`config.mk`:
```
export PLATFORM = sky130hd
export DESIGN_NAME = ultrasonic_echo_distance_averager_top
export DESIGN_NICKNAME = d
export VERILOG_FILES = /design/src/ued_pkg.sv /design/src/ued_front.sv /design/src/ued_queue.sv /design/src/ued_back.sv /design/src/ultrasonic_echo_distance_averager_top.sv
export SDC_FILE = /design/constraint.sdc
export NUM_CORES = 1
export LEC_CHECK = 0
export BUFFER_PORTS_ARGS = -buffer_cell sky130_fd_sc_hd__clkbuf_2
export CAP_MARGIN = 25
export CORE_ASPECT_RATIO = 1.4
export CORE_UTILIZATION = 63
export DETAILED_ROUTE_END_ITERATION = 16
export GPL_TIMING_DRIVEN = 0
export PLACE_DENSITY = 0.81
export SYNTH_ARGS = -nofsm -noshare
export SYNTH_HDL_FRONTEND = slang
export SYNTH_SLANG_ARGS = --single-unit
```
`constraint.sdc`:
```
create_clock -name clk -period 5.28 [get_ports clk]
set_input_delay 0.264 -clock clk [delete_from_list [all_inputs] [get_ports clk]]
set_output_delay 0.264 -clock clk [all_outputs]
set_load 0.01 [all_outputs]
```
`src/ued_pkg.sv`:
```
`timescale 1ns / 1ps
// ----------------------------------------------------------------------------
// ued_pkg: shared types and constants for the echo distance averager
// Field widths, status and level codes, register indexes, the configuration
// record and the entry that passes from the front end to the back end.
// ----------------------------------------------------------------------------
package ued_pkg;

	// field widths
	localparam int ECHO_W   = 15;
	localparam int DIST_W   = 18;
	localparam int STATUS_W = 3;
	localparam int LEVEL_W  = 2;
	localparam int CM_W     = 10;
	localparam int OFFS_W   = 16;
	localparam int SPR_W    = 5;
	localparam int CIDX_W   = 3;
	localparam int CDATA_W  = 16;

	// 0.0343 cm/us scaled by 65536; a half echo width times this, >> 8, is 1/256 cm
	localparam int K_W                = 12;
	localparam logic [K_W-1:0] SOUND_Q16 = 12'd2248;
	localparam int PROD_W             = ECHO_W - 1 + K_W;

	// status codes
	localparam logic [STATUS_W-1:0] STATUS_OK      = 3'd0;
	localparam logic [STATUS_W-1:0] STATUS_NO_ECHO = 3'd1;
	localparam logic [STATUS_W-1:0] STATUS_NEAR    = 3'd2;
	localparam logic [STATUS_W-1:0] STATUS_FAR     = 3'd3;
	localparam logic [STATUS_W-1:0] STATUS_NONPOS  = 3'd4;

	// level codes
	localparam logic [LEVEL_W-1:0] LEVEL_OK      = 2'd0;
	localparam logic [LEVEL_W-1:0] LEVEL_LOW     = 2'd1;
	localparam logic [LEVEL_W-1:0] LEVEL_HIGH    = 2'd2;
	localparam logic [LEVEL_W-1:0] LEVEL_UNKNOWN = 2'd3;

	// register indexes
	localparam logic [CIDX_W-1:0] REG_SAMPLES = 3'd0;
	localparam logic [CIDX_W-1:0] REG_MIN     = 3'd1;
	localparam logic [CIDX_W-1:0] REG_MAX     = 3'd2;
	localparam logic [CIDX_W-1:0] REG_OFFSET  = 3'd3;
	localparam logic [CIDX_W-1:0] REG_NEAR    = 3'd4;
	localparam logic [CIDX_W-1:0] REG_FAR     = 3'd5;

	typedef struct packed {
		logic [SPR_W-1:0]  samples;
		logic [CM_W-1:0]   min_cm;
		logic [CM_W-1:0]   max_cm;
		logic [OFFS_W-1:0] offset_q8;
		logic [CM_W-1:0]   near_cm;
		logic [CM_W-1:0]   far_cm;
	} cfg_t;

	localparam cfg_t CFG_RESET = '{
		samples:   5'd1,
		min_cm:    10'd20,
		max_cm:    10'd600,
		offset_q8: 16'd0,
		near_cm:   10'd50,
		far_cm:    10'd100
	};

	// classified sample handed to the back end
	typedef struct packed {
		logic [STATUS_W-1:0] status;
		logic [DIST_W-1:0]   distance;
	} sample_t;

endpackage

```
`src/ued_front.sv`:
```
`timescale 1ns / 1ps
// ----------------------------------------------------------------------------
// ued_front: echo capture front end
// Registers the incoming item, scales the echo width to a distance, then
// range-checks it, applies the offset and pushes a classified sample.
// ----------------------------------------------------------------------------
module ued_front (
	input  logic                         clk,
	input  logic                         arst_n,
	input  ued_pkg::cfg_t                cfg,
	input  logic                         in_valid,
	output logic                         in_stall,
	input  logic                         echo_seen,
	input  logic [ued_pkg::ECHO_W-1:0]   echo_us,
	output logic                         push,
	output ued_pkg::sample_t             push_data,
	input  logic                         q_full
);
	import ued_pkg::*;

	logic                seen_s1, seen_s2;
	logic [ECHO_W-1:0]   echo_s1;
	logic [DIST_W-1:0]   dist_s2;
	logic                vld_s1_q, vld_s2_q;
	logic                ld_s1, ld_s2, adv_s2;
	logic [PROD_W-1:0]   prod;
	logic [DIST_W-1:0]   min_q8, max_q8, offs;

	// stage handshakes
	assign adv_s2   = vld_s2_q && !q_full;
	assign ld_s2    = vld_s1_q && (!vld_s2_q || adv_s2);
	assign in_stall = vld_s1_q && !ld_s2;
	assign ld_s1    = in_valid && !in_stall;
	assign push     = adv_s2;

	// half echo width times speed of sound
	assign prod = PROD_W'(echo_s1[ECHO_W-1:1]) * PROD_W'(SOUND_Q16);

	// range and offset checks, in order of precedence
	always_comb begin
		min_q8 = {cfg.min_cm, 8'd0};
		max_q8 = {cfg.max_cm, 8'd0};
		offs   = DIST_W'(cfg.offset_q8);
		push_data.distance = '0;
		if (!seen_s2) begin
			push_data.status = STATUS_NO_ECHO;
		end else if (dist_s2 < min_q8) begin
			push_data.status = STATUS_NEAR;
		end else if (dist_s2 > max_q8) begin
			push_data.status = STATUS_FAR;
		end else if (offs != '0 && dist_s2 <= offs) begin
			push_data.status = STATUS_NONPOS;
		end else begin
			push_data.status   = STATUS_OK;
			push_data.distance = dist_s2 - offs;
		end
	end

	// valid flags
	always_ff @(posedge clk or negedge arst_n) begin
		if (!arst_n) begin
			vld_s1_q <= 1'b0;
			vld_s2_q <= 1'b0;
		end else begin
			if (ld_s1)
				vld_s1_q <= 1'b1;
			else if (ld_s2)
				vld_s1_q <= 1'b0;
			if (ld_s2)
				vld_s2_q <= 1'b1;
			else if (adv_s2)
				vld_s2_q <= 1'b0;
		end
	end

	// payload
	always_ff @(posedge clk) begin
		if (ld_s1) begin
			seen_s1 <= echo_seen;
			echo_s1 <= echo_us;
		end
		if (ld_s2) begin
			seen_s2 <= seen_s1;
			dist_s2 <= prod[PROD_W-1:8];
		end
	end

endmodule

```
`src/ued_queue.sv`:
```
`timescale 1ns / 1ps
// ----------------------------------------------------------------------------
// ued_queue: two-entry sample queue
// Decouples the front end from the back end so each can stall on its own.
// ----------------------------------------------------------------------------
module ued_queue (
	input  logic              clk,
	input  logic              arst_n,
	input  logic              push,
	input  ued_pkg::sample_t  push_data,
	output logic              full,
	input  logic              pop,
	output ued_pkg::sample_t  pop_data,
	output logic              not_empty
);
	import ued_pkg::*;

	localparam int DEPTH = 2;

	sample_t     mem_q [DEPTH];
	logic        wr_ptr_q, rd_ptr_q;
	logic [1:0]  cnt_q;

	assign full      = (cnt_q == 2'(DEPTH));
	assign not_empty = (cnt_q != 2'd0);
	assign pop_data  = mem_q[rd_ptr_q];

	// pointers and fill count
	always_ff @(posedge clk or negedge arst_n) begin
		if (!arst_n) begin
			wr_ptr_q <= 1'b0;
			rd_ptr_q <= 1'b0;
			cnt_q    <= 2'd0;
		end else begin
			if (push)
				wr_ptr_q <= !wr_ptr_q;
			if (pop)
				rd_ptr_q <= !rd_ptr_q;
			unique case ({push, pop})
				2'b10:   cnt_q <= cnt_q + 2'd1;
				2'b01:   cnt_q <= cnt_q - 2'd1;
				default: cnt_q <= cnt_q;
			endcase
		end
	end

	// storage
	always_ff @(posedge clk) begin
		if (push)
			mem_q[wr_ptr_q] <= push_data;
	end

endmodule

```
`src/ued_back.sv`:
```
`timescale 1ns / 1ps
// ----------------------------------------------------------------------------
// ued_back: batch accumulator, divider and result register
// Sums good samples, divides the batch sum by its count one quotient bit a
// cycle, classifies the level and holds the result until it is taken.
// ----------------------------------------------------------------------------
module ued_back #(
	parameter int MAX_SAMPLES = 16
) (
	input  logic                           clk,
	input  logic                           arst_n,
	input  ued_pkg::cfg_t                  cfg,
	input  logic                           q_not_empty,
	input  ued_pkg::sample_t               q_data,
	output logic                           pop,
	output logic                           out_valid,
	input  logic                           out_stall,
	output logic [ued_pkg::STATUS_W-1:0]   status,
	output logic [ued_pkg::LEVEL_W-1:0]    level,
	output logic [ued_pkg::DIST_W-1:0]     avg_distance
);
	import ued_pkg::*;

	localparam int CNT_W     = $clog2(MAX_SAMPLES + 1);
	localparam int SUM_W     = DIST_W + CNT_W;
	localparam int DIV_STEPS = DIST_W;
	localparam int STEP_W    = $clog2(DIV_STEPS);

	typedef enum logic [1:0] {
		ST_IDLE,
		ST_DIV,
		ST_EMIT
	} state_t;

	state_t              state_q;
	logic [CNT_W-1:0]    cnt_q, cnt_next, n_eff, div_q, rem_q;
	logic [SUM_W-1:0]    sum_q, sum_next;
	logic [DIST_W-1:0]   quo_q;
	logic [STEP_W-1:0]   step_q;
	logic [CNT_W:0]      trial;
	logic                trial_ge, done, out_free, is_good, load_out;
	logic [DIST_W-1:0]   near_q8, far_q8;
	logic [LEVEL_W-1:0]  lvl;
	logic                out_vld_q;
	logic [STATUS_W-1:0] status_q;
	logic [LEVEL_W-1:0]  level_q;
	logic [DIST_W-1:0]   avg_q;

	assign out_valid    = out_vld_q;
	assign status       = status_q;
	assign level        = level_q;
	assign avg_distance = avg_q;
	assign out_free     = !out_vld_q || !out_stall;
	assign is_good      = (q_data.status == STATUS_OK);

	// batch length: zero counts as one, saturated at the maximum
	always_comb begin
		if (cfg.samples == '0)
			n_eff = CNT_W'(1);
		else if (32'(cfg.samples) > MAX_SAMPLES)
			n_eff = CNT_W'(MAX_SAMPLES);
		else
			n_eff = CNT_W'(cfg.samples);
	end

	assign cnt_next = cnt_q + CNT_W'(1);
	assign sum_next = sum_q + SUM_W'(q_data.distance);
	assign done     = (cnt_next >= n_eff);
	assign pop      = (state_q == ST_IDLE) && q_not_empty && (is_good || out_free);

	// result register loads on an error item or when a reading is emitted
	assign load_out = ((state_q == ST_IDLE) && pop && !is_good)
		|| ((state_q == ST_EMIT) && out_free);

	// restoring divide step
	assign trial    = {rem_q, quo_q[DIST_W-1]};
	assign trial_ge = (trial >= (CNT_W+1)'(div_q));

	// level class of the quotient
	always_comb begin
		near_q8 = {cfg.near_cm, 8'd0};
		far_q8  = {cfg.far_cm, 8'd0};
		if (quo_q >= near_q8 && quo_q < far_q8)
			lvl = LEVEL_OK;
		else if (quo_q >= far_q8)
			lvl = LEVEL_LOW;
		else
			lvl = LEVEL_HIGH;
	end

	// sequencer, accumulator and result register
	always_ff @(posedge clk or negedge arst_n) begin
		if (!arst_n) begin
			state_q   <= ST_IDLE;
			cnt_q     <= '0;
			sum_q     <= '0;
			rem_q     <= '0;
			quo_q     <= '0;
			div_q     <= '0;
			step_q    <= '0;
			out_vld_q <= 1'b0;
			status_q  <= STATUS_OK;
			level_q   <= LEVEL_OK;
			avg_q     <= '0;
		end else begin
			if (load_out)
				out_vld_q <= 1'b1;
			else if (!out_stall)
				out_vld_q <= 1'b0;
			unique case (state_q)
				ST_IDLE: begin
					if (pop) begin
						if (!is_good) begin
							// error: report at once, drop the batch
							cnt_q     <= '0;
							sum_q     <= '0;
							status_q  <= q_data.status;
							level_q   <= LEVEL_UNKNOWN;
							avg_q     <= '0;
						end else if (done) begin
							// batch complete: the quotient fits the distance width,
							// so the top bits seed the remainder
							cnt_q   <= '0;
							sum_q   <= '0;
							div_q   <= cnt_next;
							rem_q   <= sum_next[SUM_W-1:DIST_W];
							quo_q   <= sum_next[DIST_W-1:0];
							step_q  <= '0;
							state_q <= ST_DIV;
						end else begin
							cnt_q <= cnt_next;
							sum_q <= sum_next;
						end
					end
				end
				ST_DIV: begin
					rem_q  <= trial_ge ? CNT_W'(trial - (CNT_W+1)'(div_q)) : trial[CNT_W-1:0];
					quo_q  <= {quo_q[DIST_W-2:0], trial_ge};
					step_q <= step_q + STEP_W'(1);
					if (step_q == STEP_W'(DIV_STEPS - 1))
						state_q <= ST_EMIT;
				end
				ST_EMIT: begin
					if (out_free) begin
						status_q  <= STATUS_OK;
						level_q   <= lvl;
						avg_q     <= quo_q;
						state_q   <= ST_IDLE;
					end
				end
				default: state_q <= ST_IDLE;
			endcase
		end
	end

endmodule

```
`src/ultrasonic_echo_distance_averager_top.sv`:
```
`timescale 1ns / 1ps
// ----------------------------------------------------------------------------
// ultrasonic_echo_distance_averager_top: echo width to averaged distance
// Input channel (in_valid/in_stall): one echo capture per item, echo_seen and
// echo_us. Output channel (out_valid/out_stall): status, level, avg_distance.
// Configuration: cfg_we/cfg_index/cfg_data, written only while idle by the
// user; the block itself does not enforce this.
// Path: an error item passes the front end stage registers, the queue and the
// result register; the item completing a batch also passes the divider.
// Throughput: the front end takes an item every cycle until the two-entry
// queue fills; the back end retires an error or a non-final good sample as it
// pops it, and a final sample only after the one bit per cycle divider.
// Reset: configuration returns to its defaults, the batch sum and count are
// cleared, no result is pending.
// Stall: a stalled result stays in the output register; the back end keeps
// accumulating until it needs that register, then the queue and front end
// fill and in_stall rises.
// ----------------------------------------------------------------------------
module ultrasonic_echo_distance_averager_top #(
	parameter int MAX_SAMPLES = 16
) (
	input  logic                           clk,
	input  logic                           arst_n,
	input  logic                           cfg_we,
	input  logic [ued_pkg::CIDX_W-1:0]     cfg_index,
	input  logic [ued_pkg::CDATA_W-1:0]    cfg_data,
	input  logic                           in_valid,
	output logic                           in_stall,
	input  logic                           echo_seen,
	input  logic [ued_pkg::ECHO_W-1:0]     echo_us,
	output logic                           out_valid,
	input  logic                           out_stall,
	output logic [ued_pkg::STATUS_W-1:0]   status,
	output logic [ued_pkg::LEVEL_W-1:0]    level,
	output logic [ued_pkg::DIST_W-1:0]     avg_distance
);
	import ued_pkg::*;

	cfg_t    cfg_q;
	logic    push, q_full, pop, q_not_empty;
	sample_t push_data, pop_data;

	// configuration registers
	always_ff @(posedge clk or negedge arst_n) begin
		if (!arst_n) begin
			cfg_q <= CFG_RESET;
		end else if (cfg_we) begin
			unique case (cfg_index)
				REG_SAMPLES: cfg_q.samples   <= cfg_data[SPR_W-1:0];
				REG_MIN:     cfg_q.min_cm    <= cfg_data[CM_W-1:0];
				REG_MAX:     cfg_q.max_cm    <= cfg_data[CM_W-1:0];
				REG_OFFSET:  cfg_q.offset_q8 <= cfg_data[OFFS_W-1:0];
				REG_NEAR:    cfg_q.near_cm   <= cfg_data[CM_W-1:0];
				REG_FAR:     cfg_q.far_cm    <= cfg_data[CM_W-1:0];
				default:     cfg_q           <= cfg_q;
			endcase
		end
	end

	ued_front u_front (
		.clk       (clk),
		.arst_n    (arst_n),
		.cfg       (cfg_q),
		.in_valid  (in_valid),
		.in_stall  (in_stall),
		.echo_seen (echo_seen),
		.echo_us   (echo_us),
		.push      (push),
		.push_data (push_data),
		.q_full    (q_full)
	);

	ued_queue u_queue (
		.clk       (clk),
		.arst_n    (arst_n),
		.push      (push),
		.push_data (push_data),
		.full      (q_full),
		.pop       (pop),
		.pop_data  (pop_data),
		.not_empty (q_not_empty)
	);

	ued_back #(
		.MAX_SAMPLES (MAX_SAMPLES)
	) u_back (
		.clk          (clk),
		.arst_n       (arst_n),
		.cfg          (cfg_q),
		.q_not_empty  (q_not_empty),
		.q_data       (pop_data),
		.pop          (pop),
		.out_valid    (out_valid),
		.out_stall    (out_stall),
		.status       (status),
		.level        (level),
		.avg_distance (avg_distance)
	);

endmodule

```
==> run metrics <==
Seq cells post-synth=230; fraction of power consumed by the clock network=0.183; starting DRC count in detailed routing=655; dominant register cell in the synthesized netlist=sky130_fd_sc_hd__dfrtp_1; final max-slew violation count=0; worst hold path endpoint=cfg_q[15]$_DFFE_PN1P_; Final period util=0.9309; reg-to-reg critical path startpoint=u_front.echo_s1[10]$_DFFE_PP_; Util after Layout=0.7312; total count of hold-check failures in the final report=0; PostCTS Resize Cnt=0; Starting Density=0.6470; number of nets in the layout=1662; post-detailed-route DRC marker count=0; power per cell area=618.0 mW/mm^2; type of the worst min-delay path=in -> reg; number of synthesized flops with an enable pin=76; pin count of the biggest net entering global routing=107; type of origin of the critical path=register; global route overflow=0; total core area=0.02136 sq mm; CTS tree=yes; required time of the critical path=5.58 ns; total die area=0.02254 sq mm; max-cap viol count=0; layout filler cell count=1499; fraction of layout instances using a drive strength above 1=0.1332; number of cells produced by synthesis=1339; worst hold slack across all endpoints=0.02460 ns; initial antenna violation count=0; reg-to-reg critical path endpoint=u_front.dist_s2[17]$_DFFE_PP_; number of global-route vias before repair=10810; result of the run=finished clean; transition time at the pin with the least slew margin=0.9987 ns; fmax=203.5 MHz; Power, Total=9.653 mW; post-CTS setup repair buffer count=0; level count of the clock H-tree=1; floorplan row count=63; min-delay src=cfg_data[5]; leading cell types by total area after synthesis=sky130_fd_sc_hd__dfrtp_1 26%, sky130_fd_sc_hd__edfxtp_1 17%, sky130_fd_sc_hd__ha_1 13%; Synth area leader=sky130_fd_sc_hd__dfrtp_1; clock tree buffer depth=3; unrepaired setup endpoints after global routing=false; vias per cell=5.952; count of distinct cell types in the synthesized netlist=69; switching part of the total=0.4245; post-route worst setup slack=0.3650 ns; synthesized net count=1548; leakage power summed over all cells=7.082 nW; clock insertion delay at the later pin of the skew report=0.54 ns; R2R Setup Slk=0.37 ns; sequential cell area fraction in the yosys report=0.4451; path type of the worst setup path=reg -> reg; setup slack after placement=0.4932 ns; count of warnings emitted by yosys=0; clock buffer count from CTS=24; Wirelength per Cell=19.29 um; global placement routability congestion=0.9195; Rel. slew slack=0.3291; input/output buffers=62; die width=127.2 um; Internal Power=5.555 mW; antenna-violating nets left=0; asr flop ratio synth=0.6696; total track usage=0.3145; top-level port count=65; Worst Reg2Reg Path Length in Cells=14; number of clock sinks seen by CTS=230; first-pass GRT wire length=54220 um; Routed Wire Length=34010 um; Via Count=10490; detailed placer's ending HPWL=25140 um; Setup-failing EPs final=0; number of hold-repair buffers added at the cts stage=23; capturing element type of the critical path=register; setup clock skew after layout=0.02242 ns; vertical die dimension=177.3 um; diodes inserted=0; Area growth syn-to-layout=13.02%; Final TNS setup=0 ns; Comb pwr share=0.503; largest vdd supply drop=0.0004140 V; fraction of power consumed by sequential logic=0.313; post-synthesis cell area=0.01382 sq mm; switching power summed over all nets=4.097 mW; Crit path arrival time=5.21 ns; instance count along the most critical hold path=3; clock-pin slew of the registers on the worst-case setup and hold paths=0.06 ns; root cell of the clock tree=sky130_fd_sc_hd__clkbuf_16; Period minus WS final=4.915 ns; Yosys top cell area share=0.2553; mean instance size in the synthesized netlist=10.32 sq um; critical-path maximum fanout=4; number of optimization iterations in the first detailed-route pass=5
metrics by stage:
| stage | cell area, sq um | instances |
|---|---|---|
| floorplan | 13820 | 1339 |
| global placement | 14500 | 1693 |
| detailed placement | 14550 | 1695 |
| CTS | 15620 | 1762 |
| global route | 15620 | 1763 |
| finish | 15620 | 1763 |
registers in the layout, summed over array words and instances (netlist names), 2 cells and up:
| register | flops |
|---|---|
| u_back.status | 3 |
| u_back.step_q | 5 |
| u_back.avg_distance | 18 |
| u_back.div_q | 5 |
| u_back.rem_q | 5 |
| u_front.echo_s1 | 14 |
| u_front.dist_s2 | 18 |
| u_back.cnt_q | 5 |
| u_back.sum_q | 23 |
| u_back.state_q | 2 |
| u_back.quo_q | 18 |
| u_back.level | 2 |
| cfg_q | 61 |
| u_queue.mem_q | 42 |
| u_queue.cnt_q | 2 |
per-layer routing:
layer,vias to the layer above,GRT usage,routed length [um]
li1,4998,-,-
met1,5069,0.3323,12290
met2,306,0.5831,17690
met3,120,0.02811,1325
met4,0,0.2277,2703
met5,-,0,0
power by group through the flow:
stage          Combinational [mW]  Sequential [mW]  Clock (mW)
2_1_floorplan                3.53             2.85           0
3_3_place_gp                 4.53             3.00           0
3_5_place_dp                 4.74             3.03           0
4_1_cts                      4.80             3.01        1.78
5_1_grt                      5.39             3.07        1.86
6_report                     4.86             3.02        1.77
synth_stat cells (18+ instances only):
master	count
sky130_fd_sc_hd__inv_1	136
sky130_fd_sc_hd__nor2_1	68
sky130_fd_sc_hd__o21ai_0	116
sky130_fd_sc_hd__xnor2_1	32
sky130_fd_sc_hd__clkbuf_1	33
sky130_fd_sc_hd__edfxtp_1	76
sky130_fd_sc_hd__nand3_1	27
sky130_fd_sc_hd__a21o_1	22
sky130_fd_sc_hd__a21oi_1	66
sky130_fd_sc_hd__mux2_2	51
sky130_fd_sc_hd__nand2b_1	18
sky130_fd_sc_hd__ha_1	147
sky130_fd_sc_hd__dfrtp_1	141
sky130_fd_sc_hd__xor2_1	27
sky130_fd_sc_hd__fa_1	22
sky130_fd_sc_hd__nand2_1	125
critical path, stage by stage, from the launching register on:
cell                        delay, ns
sky130_fd_sc_hd__edfxtp_1        0.52
sky130_fd_sc_hd__ha_1            0.35
sky130_fd_sc_hd__ha_1            0.31
sky130_fd_sc_hd__fa_1            0.56
sky130_fd_sc_hd__inv_1           0.07
sky130_fd_sc_hd__fa_1            0.54
sky130_fd_sc_hd__inv_1           0.05
sky130_fd_sc_hd__ha_1            0.34
sky130_fd_sc_hd__a21o_1          0.17
sky130_fd_sc_hd__a21oi_1         0.35
sky130_fd_sc_hd__o21bai_1        0.13
sky130_fd_sc_hd__nor2b_1         0.15
sky130_fd_sc_hd__a2111oi_1       0.76
sky130_fd_sc_hd__o21ai_0         0.19
sky130_fd_sc_hd__and2_1          0.19
cell type report:
type	count	area, sq um	area share
plain buffers	37	148.9	0.009532
inverters	136	510.5	0.03268
clock buffers	32	670.6	0.04293
well taps	292	365.4	0.02339
multi-input cells	936	7012	0.4489
repair buffers	88	596.8	0.03821
clock inverters	12	163.9	0.01049
flip-flops and latches	230	6152	0.3939
kinds of logic after synthesis:
logic type	share of synthesized area
compound gates	0.1410
xor+xnor	0.03739
fa+ha+maj	0.1649
buf+inv	0.04771
flops	0.4451
mux	0.04735
simple gates	0.1164
worst max-delay path by stage:
stage / endpoint / from / cells past startpoint
6_report: u_front.dist_s2[17]$_DFFE_PP_ / u_front.echo_s1[10]$_DFFE_PP_ / 14
5_1_grt: u_front.dist_s2[17]$_DFFE_PP_ / u_front.echo_s1[10]$_DFFE_PP_ / 14
3_3_place_gp: u_front.dist_s2[17]$_DFFE_PP_ / u_front.echo_s1[10]$_DFFE_PP_ / 14
2_1_floorplan: u_front.dist_s2[15]$_DFFE_PP_ / u_front.echo_s1[10]$_DFFE_PP_ / 14
3_5_place_dp: u_front.dist_s2[17]$_DFFE_PP_ / u_front.echo_s1[10]$_DFFE_PP_ / 14
4_1_cts: u_front.dist_s2[17]$_DFFE_PP_ / u_front.echo_s1[10]$_DFFE_PP_ / 14
cell usage in the layout (no fill, tap or decap), drive strengths merged, types with 11 or more instances in the layout:
| cell type | n |
|---|---|
| a211oi | 11 |
| a21o | 22 |
| a21oi | 66 |
| a22o | 14 |
| clkbuf | 127 |
| dfrtp | 141 |
| dfstp | 13 |
| dlygate4sd3 | 23 |
| edfxtp | 76 |
| fa | 22 |
| ha | 147 |
| inv | 137 |
| mux2 | 51 |
| nand2 | 125 |
| nand2b | 18 |
| nand3 | 28 |
| nor2 | 78 |
| nor2b | 11 |
| nor3 | 16 |
| nor4 | 11 |
| o21ai | 116 |
| o22ai | 12 |
| xnor2 | 32 |
| xor2 | 27 |
Power figures use the tool's default switching activity.
